`config.mk`:
```
export PLATFORM = sky130hd
export DESIGN_NAME = aiic_merge
export DESIGN_NICKNAME = d
export VERILOG_FILES = /design/src/design/aiic_pkg.sv /design/src/design/aiic_merge.sv
export SDC_FILE = /design/constraint.sdc
export NUM_CORES = 1
export LEC_CHECK = 0
export BUFFER_PORTS_ARGS = -buffer_cell sky130_fd_sc_hd__buf_2
export CORE_MARGIN = 2
export CORE_UTILIZATION = 40
export CTS_BUF_LIST = sky130_fd_sc_hd__clkbuf_8 sky130_fd_sc_hd__clkbuf_16
export DETAILED_ROUTE_END_ITERATION = 8
export GPL_ROUTABILITY_DRIVEN = 0
export PLACE_DENSITY = 0.78
export SETUP_SLACK_MARGIN = 0.15
export SLEW_MARGIN = 15
export SYNTH_ARGS = -nofsm -noshare
export SYNTH_HDL_FRONTEND = slang
export SYNTH_SLANG_ARGS = --single-unit
```
`constraint.sdc`:
```
create_clock -name aclk -period 4 [get_ports aclk]
set_clock_uncertainty 0.1 [all_clocks]
set_input_delay 0.2 -clock aclk [delete_from_list [all_inputs] [get_ports aclk]]
set_output_delay 0.2 -clock aclk [all_outputs]
set_load 0.02 [all_outputs]
```
`src/design/aiic_pkg.sv`:
```
package aiic_pkg;

    localparam int SAMPLE_W = 16;
    localparam int FRAC     = 12;
    localparam int MAX_AXES = 3;
    localparam int N_FIELDS = 10;
    localparam int REG_W    = MAX_AXES * SAMPLE_W;
    localparam int N_REGS   = 5;
    localparam int IDX_W    = 3;
    localparam int ADDR_W   = IDX_W + 3;
    localparam int PDATA_W  = 64;
    localparam int S_DATA_W = ((N_FIELDS * SAMPLE_W + 7) / 8) * 8;
    localparam int M_DATA_W = ((MAX_AXES * SAMPLE_W + 7) / 8) * 8;

    typedef enum logic [IDX_W-1:0] {
        REG_PROP_GAINS  = 3'd0,
        REG_INTEG_GAINS = 3'd1,
        REG_RATE_GAINS  = 3'd2,
        REG_CMD_WINDOW  = 3'd3,
        REG_DRIVE_LIMIT = 3'd4
    } reg_idx_t;

    localparam logic [REG_W-1:0] CMD_WINDOW_RST  = 48'h0800_019A_019A;
    localparam logic [REG_W-1:0] DRIVE_LIMIT_RST = 48'h7FFF_7FFF_7FFF;

    typedef struct packed {
        logic [REG_W-1:0] prop_gains;
        logic [REG_W-1:0] integ_gains;
        logic [REG_W-1:0] rate_gains;
        logic [REG_W-1:0] cmd_window;
        logic [REG_W-1:0] drive_limit;
    } cfg_regs_t;

    typedef struct packed {
        logic [SAMPLE_W-1:0] kp;
        logic [SAMPLE_W-1:0] ki;
        logic [SAMPLE_W-1:0] kd;
        logic [SAMPLE_W-1:0] win;
        logic [SAMPLE_W-1:0] lim;
    } axis_cfg_t;

    typedef struct packed {
        logic ld0;
        logic ld1;
        logic ld2;
        logic ld3;
    } pipe_ctl_t;

endpackage

```
`src/design/aiic_merge.sv`:
```
module aiic_merge (
    input  logic                                  aclk,
    input  logic                                  aresetn,
    input  logic                                  in_valid,
    input  logic [aiic_pkg::MAX_AXES*aiic_pkg::SAMPLE_W-1:0] drives,
    input  logic                                  m_tready,
    output logic                                  m_tvalid,
    output logic [aiic_pkg::M_DATA_W-1:0]         m_tdata,
    output logic                                  take
);

    logic                          m_tvalid_reg, m_tvalid_next;
    logic [aiic_pkg::M_DATA_W-1:0] m_tdata_reg;

    assign take = in_valid && (!m_tvalid_reg || m_tready);

    always_comb begin
        m_tvalid_next = m_tvalid_reg;
        if (take) begin
            m_tvalid_next = 1'b1;
        end else if (m_tready) begin
            m_tvalid_next = 1'b0;
        end
    end

    always_ff @(posedge aclk) begin
        if (!aresetn) begin
            m_tvalid_reg <= 1'b0;
        end else begin
            m_tvalid_reg <= m_tvalid_next;
        end
    end

    always_ff @(posedge aclk) begin
        if (take) begin
            m_tdata_reg <= aiic_pkg::M_DATA_W'(drives);
        end
    end

    assign m_tvalid = m_tvalid_reg;
    assign m_tdata  = m_tdata_reg;

endmodule

```
==> results.json <==
{
  "power_density_mw_per_mm2": 388,
  "grt.total_usage": 0.192,
  "status": "finished clean",
  "h-tree-depth": 2,
  "cp_data_required_time_ns": 3.70,
  "layout.cells.most_common": "buf_2",
  "path_clk_slew_ns": 0.08,
  "synthMuxAreaShare": 0,
  "largest_register_ffs": 48,
  "ios": 102,
  "seq_area_frac_synth": 0.982,
  "tritoncts": "yes",
  "critPathCaptureType": "output port",
  "syn-cell-area_mm2": 0.00149,
  "grt_max_degree": 28,
  "nets": 261,
  "drc_errors": 0,
  "synthSimpleGateAreaFrac": 0.0134,
  "r2r_slack_ns": 2.20,
  "worstPathMaxFanout": 23,
  "synth_top_family_by_area": "simple AND/OR/NAND/NOR gates",
  "postSynthCellCount": 52,
  "postRouteAntennaNets": 0,
  "rsz0062_at_grt": "no",
  "clock_latency_ns": 0.29,
  "clock-sinks": 49,
  "leakagePower_nw": 1.13,
  "holdWs_ns": 0.0426,
  "setup_viol": 0,
  "hold_class": "in2reg",
  "die_h_um": 65.0,
  "synth_warnings": 0,
  "final_cells": 258,
  "die-area_mm2": 0.00423,
  "port_buffers": 101,
  "dp_cells": 202,
  "fin_setup_tns_ns": 0,
  "grt_antenna_before_repair": 0,
  "routed_via_density": 4.25,
  "initial_core_util": 0.413,
  "cp_slowest_cell": "nor2b_4",
  "grt_pass1_wl_um": 5450,
  "start_kind": "flip-flop",
  "tightest_slew_ns": 0.612,
  "cp_cell_sequence": "nor2b_4, nor2b_4, buf_2",
  "synthToLayoutAreaGrowth_pct": 77.1,
  "drt_iter0_drc": 35,
  "crit_path_frequent_cell": "nor2b_4",
  "first_global_vias": 1102,
  "syn_nets": 104,
  "yosysUniqueCellTypes": 5,
  "cts-root-buf": "clkbuf_8",
  "avgSynthCellArea_um2": 28.6,
  "cts_buffers": 5,
  "n_antenna_cell": 0,
  "drt_wl_total_um": 3880,
  "grt-ovfl-total": 0,
  "fin_crit_ns": 1.81,
  "path_buf_inv": 1,
  "synthXorXnorAreaFrac": 0,
  "num_vias": 1096,
  "drive_above_1_share": 0.529,
  "slowest_delay_ns": 0.50,
  "final_cell_mix": "buf_2, dlygate4sd3_1, edfxtp_1, clkbuf_8",
  "max_cap_viol_count": 0,
  "fin_crit_sh": 0.453,
  "ir_drop_v": 0.000193,
  "ys_seq_elements": 49,
  "path_class": "reg2out",
  "arrival_ns": 1.51,
  "rows": 22,
  "yosys.area_share.adder": 0,
  "die_w_um": 65.0,
  "power.total_mw": 1.02,
  "coreArea_mm2": 0.00361,
  "critPathTopFamily": "simple AND/OR/NAND/NOR gates",
  "final_max_slew_viol_count": 0,
  "dr.pass1.iters": 4,
  "routedWlPerCell_um": 15.0,
  "fmax_mhz": 552,
  "finalHoldViolations": 0,
  "synth_compound_area_frac": 0.00504,
  "cts.path.max_buffers": 2,
  "relSlewSlack": 0.591
}
[layer usage]
| metal | part of all wire | global-route usage | vias to the layer above |
|---|---|---|---|
| met5 | 0 | 0 | - |
| met4 | 0.015 | 0.0703 | 0 |
| met3 | 0.11 | 0.0833 | 6 |
| met2 | 0.56 | 0.383 | 64 |
| met1 | 0.31 | 0.162 | 507 |
| li1 | - | - | 519 |
[worst paths after layout]
kind / start / end / depth (start not counted)
worst max-delay path: m_tvalid / take / 3
worst min-delay path: aresetn / m_tvalid / 2
worst max register to register: m_tvalid / m_tdata[35] / 3
worst min register to register: m_tvalid / m_tvalid / 2
[per-stage QoR]
step	instance area [µm²]	setup WS, ns	utilization
after global placement	2070	2.27	0.574
after CTS	2640	2.17	0.731
after detailed placement	2070	2.20	0.574
after global routing	2640	2.08	0.731
final	2640	2.19	0.731
after floorplan	1490	0.534	-
[worst reg2reg max path, stage by stage, from the launching register on]
cell and delay [ns]:
dfxtp_1 0.31, nor2b_4 0.13, nor2b_4 0.50, buf_4 0.43
[Yosys cell counts, drive strengths merged]
cell type / instances / share of area
nor2b: 2 / 0.013
dfxtp: 1 / 0.013
o21a: 1 / 0.0050
edfxtp: 48 / 0.97
[area by class of cell]
class                   count  area (µm²)
clock inverters             3        18.8
multi-input cells           3        35.0
well taps                  48        60.1
repair buffers            150         993
clock buffers               5        68.8
fillers                   208         968
flip-flops and latches     49        1460
[power breakdown]
group	internal, mW	leakage (nW)	total, mW	switching [mW]
Sequential	0.599	0.473	0.606	0.00761
Clock	0.121	0.0416	0.271	0.150
Combinational	0.0697	0.619	0.145	0.0756
[cells by family (layout without fill, tap and decap cells)]
family          Yosys count  in the layout
flops                    49             49
compound gates            1              1
buf+inv                   0            158
simple gates              2              2
[timing repair]
action | 4_1_cts | 5_1_grt
gates resized for setup | 0 | 0
setup buffers | 0 | 0
hold endpoints to repair | 48 | 0
hold buffers | 48 | 0
Note: power is estimated with default switching activity, not from simulation.
