### src/design/aiic_pkg.sv
package aiic_pkg;

    localparam int SAMPLE_W = 16;
    localparam int FRAC     = 12;
    localparam int MAX_AXES = 3;
    localparam int N_FIELDS = 10;
    localparam int REG_W    = MAX_AXES * SAMPLE_W;
    localparam int N_REGS   = 5;
    localparam int IDX_W    = 3;
    localparam int ADDR_W   = IDX_W + 3;
    localparam int PDATA_W  = 64;
    localparam int S_DATA_W = ((N_FIELDS * SAMPLE_W + 7) / 8) * 8;
    localparam int M_DATA_W = ((MAX_AXES * SAMPLE_W + 7) / 8) * 8;

    typedef enum logic [IDX_W-1:0] {
        REG_PROP_GAINS  = 3'd0,
        REG_INTEG_GAINS = 3'd1,
        REG_RATE_GAINS  = 3'd2,
        REG_CMD_WINDOW  = 3'd3,
        REG_DRIVE_LIMIT = 3'd4
    } reg_idx_t;

    localparam logic [REG_W-1:0] CMD_WINDOW_RST  = 48'h0800_019A_019A;
    localparam logic [REG_W-1:0] DRIVE_LIMIT_RST = 48'h7FFF_7FFF_7FFF;

    typedef struct packed {
        logic [REG_W-1:0] prop_gains;
        logic [REG_W-1:0] integ_gains;
        logic [REG_W-1:0] rate_gains;
        logic [REG_W-1:0] cmd_window;
        logic [REG_W-1:0] drive_limit;
    } cfg_regs_t;

    typedef struct packed {
        logic [SAMPLE_W-1:0] kp;
        logic [SAMPLE_W-1:0] ki;
        logic [SAMPLE_W-1:0] kd;
        logic [SAMPLE_W-1:0] win;
        logic [SAMPLE_W-1:0] lim;
    } axis_cfg_t;

    typedef struct packed {
        logic ld0;
        logic ld1;
        logic ld2;
        logic ld3;
    } pipe_ctl_t;

endpackage

### src/design/aiic_cfg.sv
module aiic_cfg (
    input  logic                              aclk,
    input  logic                              aresetn,
    input  logic                              psel,
    input  logic                              penable,
    input  logic                              pwrite,
    input  logic [aiic_pkg::ADDR_W-1:0]       paddr,
    input  logic [aiic_pkg::PDATA_W-1:0]      pwdata,
    output logic [aiic_pkg::PDATA_W-1:0]      prdata,
    output logic                              pready,
    output aiic_pkg::cfg_regs_t               regs
);

    logic [aiic_pkg::REG_W-1:0] regs_reg [aiic_pkg::N_REGS];
    logic [aiic_pkg::IDX_W-1:0] idx;
    logic                       idx_ok;
    logic                       wr_en;

    assign pready = 1'b1;
    assign idx    = paddr[aiic_pkg::ADDR_W-1:3];
    assign idx_ok = (idx < aiic_pkg::IDX_W'(aiic_pkg::N_REGS));
    assign wr_en  = psel && penable && pwrite && pready && idx_ok;

    always_ff @(posedge aclk) begin
        if (!aresetn) begin
            regs_reg[aiic_pkg::REG_PROP_GAINS]  <= '0;
            regs_reg[aiic_pkg::REG_INTEG_GAINS] <= '0;
            regs_reg[aiic_pkg::REG_RATE_GAINS]  <= '0;
            regs_reg[aiic_pkg::REG_CMD_WINDOW]  <= aiic_pkg::CMD_WINDOW_RST;
            regs_reg[aiic_pkg::REG_DRIVE_LIMIT] <= aiic_pkg::DRIVE_LIMIT_RST;
        end else if (wr_en) begin
            regs_reg[idx] <= pwdata[aiic_pkg::REG_W-1:0];
        end
    end

    always_comb begin
        prdata = '0;
        if (idx_ok) begin
            prdata = aiic_pkg::PDATA_W'(regs_reg[idx]);
        end
    end

    assign regs.prop_gains  = regs_reg[aiic_pkg::REG_PROP_GAINS];
    assign regs.integ_gains = regs_reg[aiic_pkg::REG_INTEG_GAINS];
    assign regs.rate_gains  = regs_reg[aiic_pkg::REG_RATE_GAINS];
    assign regs.cmd_window  = regs_reg[aiic_pkg::REG_CMD_WINDOW];
    assign regs.drive_limit = regs_reg[aiic_pkg::REG_DRIVE_LIMIT];

endmodule

### config.mk
export PLATFORM = sky130hd
export DESIGN_NAME = aiic_cfg
export DESIGN_NICKNAME = d
export VERILOG_FILES = /design/src/design/aiic_pkg.sv /design/src/design/aiic_cfg.sv
export SDC_FILE = /design/constraint.sdc
export NUM_CORES = 1
export LEC_CHECK = 0
export BUFFER_PORTS_ARGS = -buffer_cell sky130_fd_sc_hd__buf_2
export CAP_MARGIN = 20
export CORE_MARGIN = 2
export CORE_UTILIZATION = 45
export CTS_CLUSTER_DIAMETER = 80
export DETAILED_ROUTE_END_ITERATION = 8
export GPL_ROUTABILITY_DRIVEN = 1
export GPL_TIMING_DRIVEN = 0
export PLACE_DENSITY = 0.71
export SKIP_LAST_GASP = 1
export SLEW_MARGIN = 20
export SYNTH_ARGS = -nofsm -noshare
export SYNTH_HDL_FRONTEND = slang
export SYNTH_SLANG_ARGS = --single-unit
export TNS_END_PERCENT = 100
### constraint.sdc
create_clock -name aclk -period 9.38 [get_ports aclk]
set_clock_uncertainty 0.15 [all_clocks]
set_input_delay 0.938 -clock aclk [delete_from_list [all_inputs] [get_ports aclk]]
set_output_delay 0.938 -clock aclk [all_outputs]
set_load 0.01 [all_outputs]
==> summary.md, run 1 <==
| Metric | Value |
|---|---|
| Syn avg cell area | `14.0 um^2` |
| H-tree depth | `1` |
| Seq/Total Area, Yosys | `66.2%` |
| Filler Cells Inserted | `1,931` |
| Num ports | `380` |
| Max IR drop VDD | `0.120 mV` |
| Crit Path Max Fanout | `10` |
| # port buffers | `342` |
| Cell variety after synth | `34` |
| Final cycle utilization of the critical path | `44.4%` |
| Required time worst endpoint | `8290 ps` |
| Post-route antenna net violation count | `0` |
| Initial core utilization | `46.1%` |
| Most common cell after layout, fill and taps aside | `buf_2` |
| Global route overflow | `0` |
| CP Capture Type | `output pin` |
| Ys async rst share | `0%` |
| Vias/cell | `5.59` |
| Worst rel slew slack | `29.1%` |
| Vias | `8,425` |
| CTS clock-pin slew for the worst setup and hold paths | `60 ps` |
| Vias in the first global route | `8,419` |
| Hold crit path type | `in -> reg` |
| Drt pass-1 iters | `5` |
| Final slew viol count | `0` |
| Clock Path Buffers | `3` |
| DRT Wirelength | `38.7 mm` |
| TritonCTS Buffers | `26` |
| Post-synth EDFFs | `240` |
| RSZ-0062 raised after global routing | `false` |
| Num rows | `56` |
| Outcome | `finished clean` |
| Largest net degree at the start of global routing | `37` |
| Initial antenna violation count | `1` |
| Final min period | `4160 ps` |
| Simple-gate share of the synthesized area | `15.5%` |
| First-pass GRT wire length | `55.4 mm` |
| Compound-Gate Fraction of Synth Area | `7.37%` |
| Slew @ Worst Pin | `1060 ps` |
| Largest family of logic cells by synthesized area | `simple AND/OR/NAND/NOR gates` |
| Post-Synthesis Cells | `775` |
| Final GP Congestion | `0.807` |
| Post-route setup TNS | `0 ps` |
| Prevailing post-synth register cell | `edfxtp_1` |
| Startpoint types | `primary input` |
| Xor and xnor area share after synthesis | `0%` |
| Max-cap check violation count | `0` |
| Post-synthesis instance area | `10,900 um^2` |
| Most frequent cells in the layout | `buf_2 (357), edfxtp_1 (240), and2_1 (136), mux2i_1 (57), or2_2 (45)` |
| WL per Instance | `25.7 um` |
| Max reg flops | `240` |
| Core ar. | `23,600 um^2` |
| YS warnings | `0` |
| Chip width | `160 um` |
| Post-CTS setup buffers | `0` |
| PostCTS Resize Cnt | `0` |
| Layout cells sized above 1 | `42.3%` |
| Setup-failing EPs final | `0` |
| # hold bufs at CTS | `0` |
| #FFs+latches synth | `240` |
| Nets | `1,240` |
| Crit path arrival time | `3080 ps` |
| PD cells | `187 nW/um^2` |
| GRT Total Usage | `29.5%` |
| Final hold violations | `0` |
| Die Y-Extent | `160 um` |
| Die area | `25,500 um^2` |
| Total power | `2.63 mW` |
| Hpwl dp | `26.5 mm` |
| Root Driver | `clkbuf_16` |
| DR iter-0 viols | `840` |
| FMAX | `240 MHz` |
| Area grow syn2layout | `29.3%` |
| Post-synthesis adder-cell area fraction | `0%` |
| CTS tree | `built` |
| Mux contribution to synthesized area | `7.10%` |
| P_leak | `6.05 nW` |
| Setup CP Type | `in -> out` |
| CTS sink cnt | `240` |
| Detailed-route DRC error count | `0` |
## cells by family (layout without fill, tap and decap cells)
group / after synthesis / count (layout)
flip-flops: 240 / 240
AND/OR/NAND/NOR: 266 / 266
AO/OA/AOI/OAI: 112 / 112
buffers and inverters: 80 / 475
multiplexers: 75 / 75
other: 2 / 19
## critical path, stage by stage
cell and delay, ps:
buf_2 260, nand2b_1 430, clkbuf_1 830, o22ai_1 250
a21o_1 200, buf_2 140
## final cells by class
class	count	area, um^2	area share [%]
clock inverters	17	185	1.32
plain buffers	76	395	2.81
diodes	2	5.00	0.0355
multi-input cells	470	3360	23.9
well taps	319	399	2.83
inverters	4	15.0	0.107
repair buffers	347	1820	12.9
flip-flops and latches	240	7210	51.2
clock buffers	31	691	4.91
## synth_stat cells (all sizes together), types with 9 or more instances
cell      n  share of area, %
nor4      9              0.52
clkbuf   37               1.3
and2    136               7.8
mux2i    57               5.2
and3     37               2.1
o22ai    26               1.5
nand2b   17              0.98
buf      39               2.3
a22oi    16               1.1
or2      46               2.6
o21ai    17              0.78
a32oi    17               1.4
a21o     26               1.8
edfxtp  240                66
mux2     18               1.9
## path summary, 6_finish.rpt
check | from | endpoint | slack, ps | cells after the start
min | pwdata[23] | regs_reg[4][23] | 570 | 2
max | paddr[5] | prdata[34] | 5220 | 6
## metal layers
metal	up-vias	wire, um	track usage (%)
met4	0	1080	8.35
met2	519	18700	49.1
met3	80	3750	6.82
met5	-	0	0
met1	4176	15100	38.8
li1	3650	-	-
## power breakdown
| part | switching (mW) | leakage, nW | internal, mW |
|---|---|---|---|
| sequential | 0.0342 | 2.31 | 1.24 |
| clock | 0.420 | 0.438 | 0.634 |
| combinational | 0.191 | 3.30 | 0.114 |
## metrics by stage
| step | cells | setup slack [ps] | hold slack [ps] | utilization [%] | cell area [um^2] |
|---|---|---|---|---|---|
| final | 1506 | 5220 | 567 | 59.6 | 14100 |
| after global routing | 1505 | 5180 | 565 | 59.6 | 14100 |
| after global placement | 1451 | 4190 | 1090 | 55.3 | 13100 |
| after floorplan | 790 | 5740 | 966 | - | 10900 |
| after CTS | 1504 | 5230 | 550 | 59.6 | 14100 |
| after detailed placement | 1456 | 5240 | 1100 | 55.9 | 13200 |
No activity file was read; power rests on OpenSTA's default activity.
==> run 2, diff against run 1 <==
- ABC_AREA: unset -> 1
- CORE_UTILIZATION: 45 -> 44
- PLACE_DENSITY: 0.71 -> 0.73
- clock period: 9.38 -> 3.7 ns (I/O delays scaled with it)
==> run 2 against run 1 <==
Hold slack got worse by 550 ps. Clock power rose to 2.5 times the previous value. Non-clock buffer count fell by 5. First-iteration DRC count decreased by 5.5%. Global-route usage rose by 0.27 points. Critical endpoint is now prdata[42]. Wire length grew 1.6%. Critical path type unchanged.
==> summary.md, run 2 <==
| Metric | Value |
|---|---|
| Outcome | `finished clean (unchanged)` |
| Final cycle utilization of the critical path | `70.1%` |
| Total power | `6.64 mW (was 2.63 mW)` |
| Post-Synthesis Cells | `1,027 (was 775)` |
| Filler Cells Inserted | `2,042 (was 1,931)` |
| Most common cell in the netlist | `nand2_1 (was edfxtp_1)` |
| Final hold violations | `0 (unchanged)` |
| Final GP Congestion | `0.890 (was 0.807)` |
| CP most frequent cell | `buf_2 (unchanged)` |
| Die area | `25,500 um^2 (about the same)` |
| Seq/Total Area, Yosys | `68.5% (was 66.2%)` |
| Num rows | `56 (unchanged)` |
| Post-synth EDFFs | `243 (was 240)` |
| DR iter-0 viols | `794 (was 840)` |
| Vias | `9,265 (was 8,425)` |
| Max IR drop VDD | `0.398 mV (was 0.120 mV)` |
| Most frequent cells in the layout | `buf_2 (364), nand2_1 (350), edfxtp_1 (243), nor2_1 (193), inv_1 (73) (was buf_2 (357), edfxtp_1 (240), and2_1 (136), mux2i_1 (57), or2_2 (45))` |
| P_leak | `6.19 nW (was 6.05 nW)` |
| WL per Instance | `22.4 um (was 25.7 um)` |
| Detailed-route DRC error count | `0 (unchanged)` |
| Post-route setup TNS | `0 ps (unchanged)` |
| Final core utilization | `58.5% (was 59.6%)` |
| DRT Wirelength | `39.3 mm (was 38.7 mm)` |
| Initial antenna violation count | `1 (unchanged)` |
| Largest net degree at the start of global routing | `30 (was 37)` |
| Vias in the first global route | `8,873 (was 8,419)` |
| Global route overflow | `0 (unchanged)` |
| Finished Cell Area | `13,800 um^2 (was 14,100 um^2)` |
| YS warnings | `0 (unchanged)` |
| Post-synth top cells | `nand2_1 (355), edfxtp_1 (243), nor2_1 (193) (was edfxtp_1 (240), and2_1 (136), mux2i_1 (57))` |
| Chip width | `160 um (about the same)` |
| CTS tree | `built (unchanged)` |
| CP Capture Type | `output pin (unchanged)` |
| PD cells | `480 nW/um^2 (was 187 nW/um^2)` |
| TritonCTS Buffers | `25 (was 26)` |
| FMAX | `386 MHz` |
| Initial core utilization | `45.1% (was 46.1%)` |
| Setup-failing EPs final | `0 (unchanged)` |
| Hpwl dp | `26.9 mm (was 26.5 mm)` |
| Worst setup margin | `1110 ps (was 5220 ps)` |
| Final cell count without fillers | `1,757 (was 1,506)` |
| Cell variety after synth | `24 (was 34)` |
| Post-route antenna net violation count | `0 (unchanged)` |
| Top-area cell type share of the netlist area | `68.5% (was 66.2%)` |
| Placed inst area | `13,000 um^2 (was 13,200 um^2)` |
| Max-cap check violation count | `0 (unchanged)` |
| First-pass GRT wire length | `56.3 mm (was 55.4 mm)` |
| CTS clock-pin slew for the worst setup and hold paths | `60 ps (about the same)` |
| Ys async rst share | `0% (unchanged)` |
| Root Driver | `clkbuf_16 (unchanged)` |
| Crit Path Max Fanout | `10 (unchanged)` |
| Worst rel slew slack | `36.4% (was 29.1%)` |
| # port buffers | `340 (was 342)` |
| Vias/cell | `5.27 (was 5.59)` |
| Num ports | `380 (unchanged)` |
| CTS sink cnt | `243 (was 240)` |
| DP Cell Count | `1,709 (was 1,456)` |
| Layout cells sized above 1 | `31.6% (was 42.3%)` |
| Final slew viol count | `0 (unchanged)` |
| Area grow syn2layout | `29.8% (was 29.3%)` |
| Cell taking the most area after synthesis | `edfxtp_1 (unchanged)` |
| Core ar. | `23,600 um^2 (unchanged)` |
| Slew @ Worst Pin | `953 ps (was 1060 ps)` |
| Hold crit path type | `in -> reg (unchanged)` |
| RSZ-0062 raised after global routing | `false (unchanged)` |
| GRT Total Usage | `29.8% (was 29.5%)` |
| Max reg flops | `243 (was 240)` |
| #FFs+latches synth | `243 (was 240)` |
| Drt pass-1 iters | `5 (unchanged)` |
| Nets | `1,494 (was 1,240)` |
| Dpl ws | `866 ps (was 5240 ps)` |
| Setup CP Type | `in -> out (unchanged)` |
| Slowest cell delay on critical path | `620 ps (was 830 ps)` |
| Crit path cell chain | `buf_2 > inv_4 > nand2_4 > nor2_8 > buf_1 > nand2_1 > nand4_1 > buf_2 (was buf_2 > nand2b_1 > clkbuf_1 > o22ai_1 > a21o_1 > buf_2)` |
| Die Y-Extent | `160 um (about the same)` |
| Final min period | `2590 ps` |
| Number of buffer and inverter stages on the critical path | `4 (was 3)` |
| Startpoint types | `primary input (unchanged)` |
| Hold Worst Slack | `18.2 ps (was 567 ps)` |
| Most common cell after layout, fill and taps aside | `buf_2 (unchanged)` |
| Required time worst endpoint | `3180 ps (was 8290 ps)` |
| H-tree depth | `1 (unchanged)` |
| Critical path's slowest cell | `buf_1 (was clkbuf_1)` |
| Synth top area cells | `edfxtp_1 (69%), nand2_1 (13%), nor2_1 (6.8%) (was edfxtp_1 (66%), and2_1 (7.8%), mux2i_1 (5.2%))` |
| Prevailing post-synth register cell | `edfxtp_1 (unchanged)` |
| Clock Path Buffers | `3 (unchanged)` |
| Syn avg cell area | `10.4 um^2 (was 14.0 um^2)` |
| Crit path arrival time | `2070 ps (was 3080 ps)` |
| Post-synthesis instance area | `10,700 um^2 (was 10,900 um^2)` |
| Crit path max-delay family | `buffers and inverters (unchanged)` |
run 2: changes by cell type after synthesis, moves of 55 or more:
cell | before | now
and2_1 | 136 | 0
inv_1 | 4 | 73
mux2i_1 | 57 | 0
nand2_1 | 1 | 355
nand4_1 | 0 | 55
nor2_1 | 7 | 193
run 2: where the power goes:
group / internal [mW] / switching, mW / total (mW)
registers: 3.18 / 0.0839 / 3.26
logic: 0.243 / 0.500 / 0.743
clock network: 1.58 / 1.05 / 2.63
total: 5.00 / 1.63 / 6.64
run 2: layout make-up:
type	instances	area (um^2)	share of cell area, %
flip-flops and latches	243	7300	52.8
well taps	319	399	2.89
clock inverters	16	201	1.46
plain buffers	71	448	3.24
repair buffers	347	1820	13.2
multi-input cells	653	2710	19.6
diodes	1	2.50	0.0181
clock buffers	29	641	4.63
inverters	78	299	2.16
run 2: cells by family after synthesis:
kind of cell / Yosys count / share of synthesized area [%]
other: 2 / 0.0705
AND/OR/NAND/NOR: 624 / 23.9
buffers and inverters: 149 / 7.00
AO/OA/AOI/OAI: 9 / 0.517
flip-flops: 243 / 68.5
run 2: repair_timing:
item	in CTS	in global routing
hold endpoints to repair	4	0
hold buffers	2	0
resized for setup	0	0
buffers inserted	0	0
run 2: path summary, 6_finish.rpt:
kind | from | endpoint | slack, ps | cells after the start
max | paddr[5] | prdata[42] | 1110 | 8
min | pwdata[20] | regs_reg[4][20] | 20 | 3
run 2: per-layer routing:
| layer | global-route usage [%] | routed length, um | up-vias |
|---|---|---|---|
| met1 | 38.6 | 15100 | 4485 |
| met3 | 5.89 | 4020 | 66 |
| met4 | 9.26 | 979 | 0 |
| met5 | 0 | 0 | - |
| met2 | 50.6 | 19300 | 599 |
| li1 | - | - | 4115 |
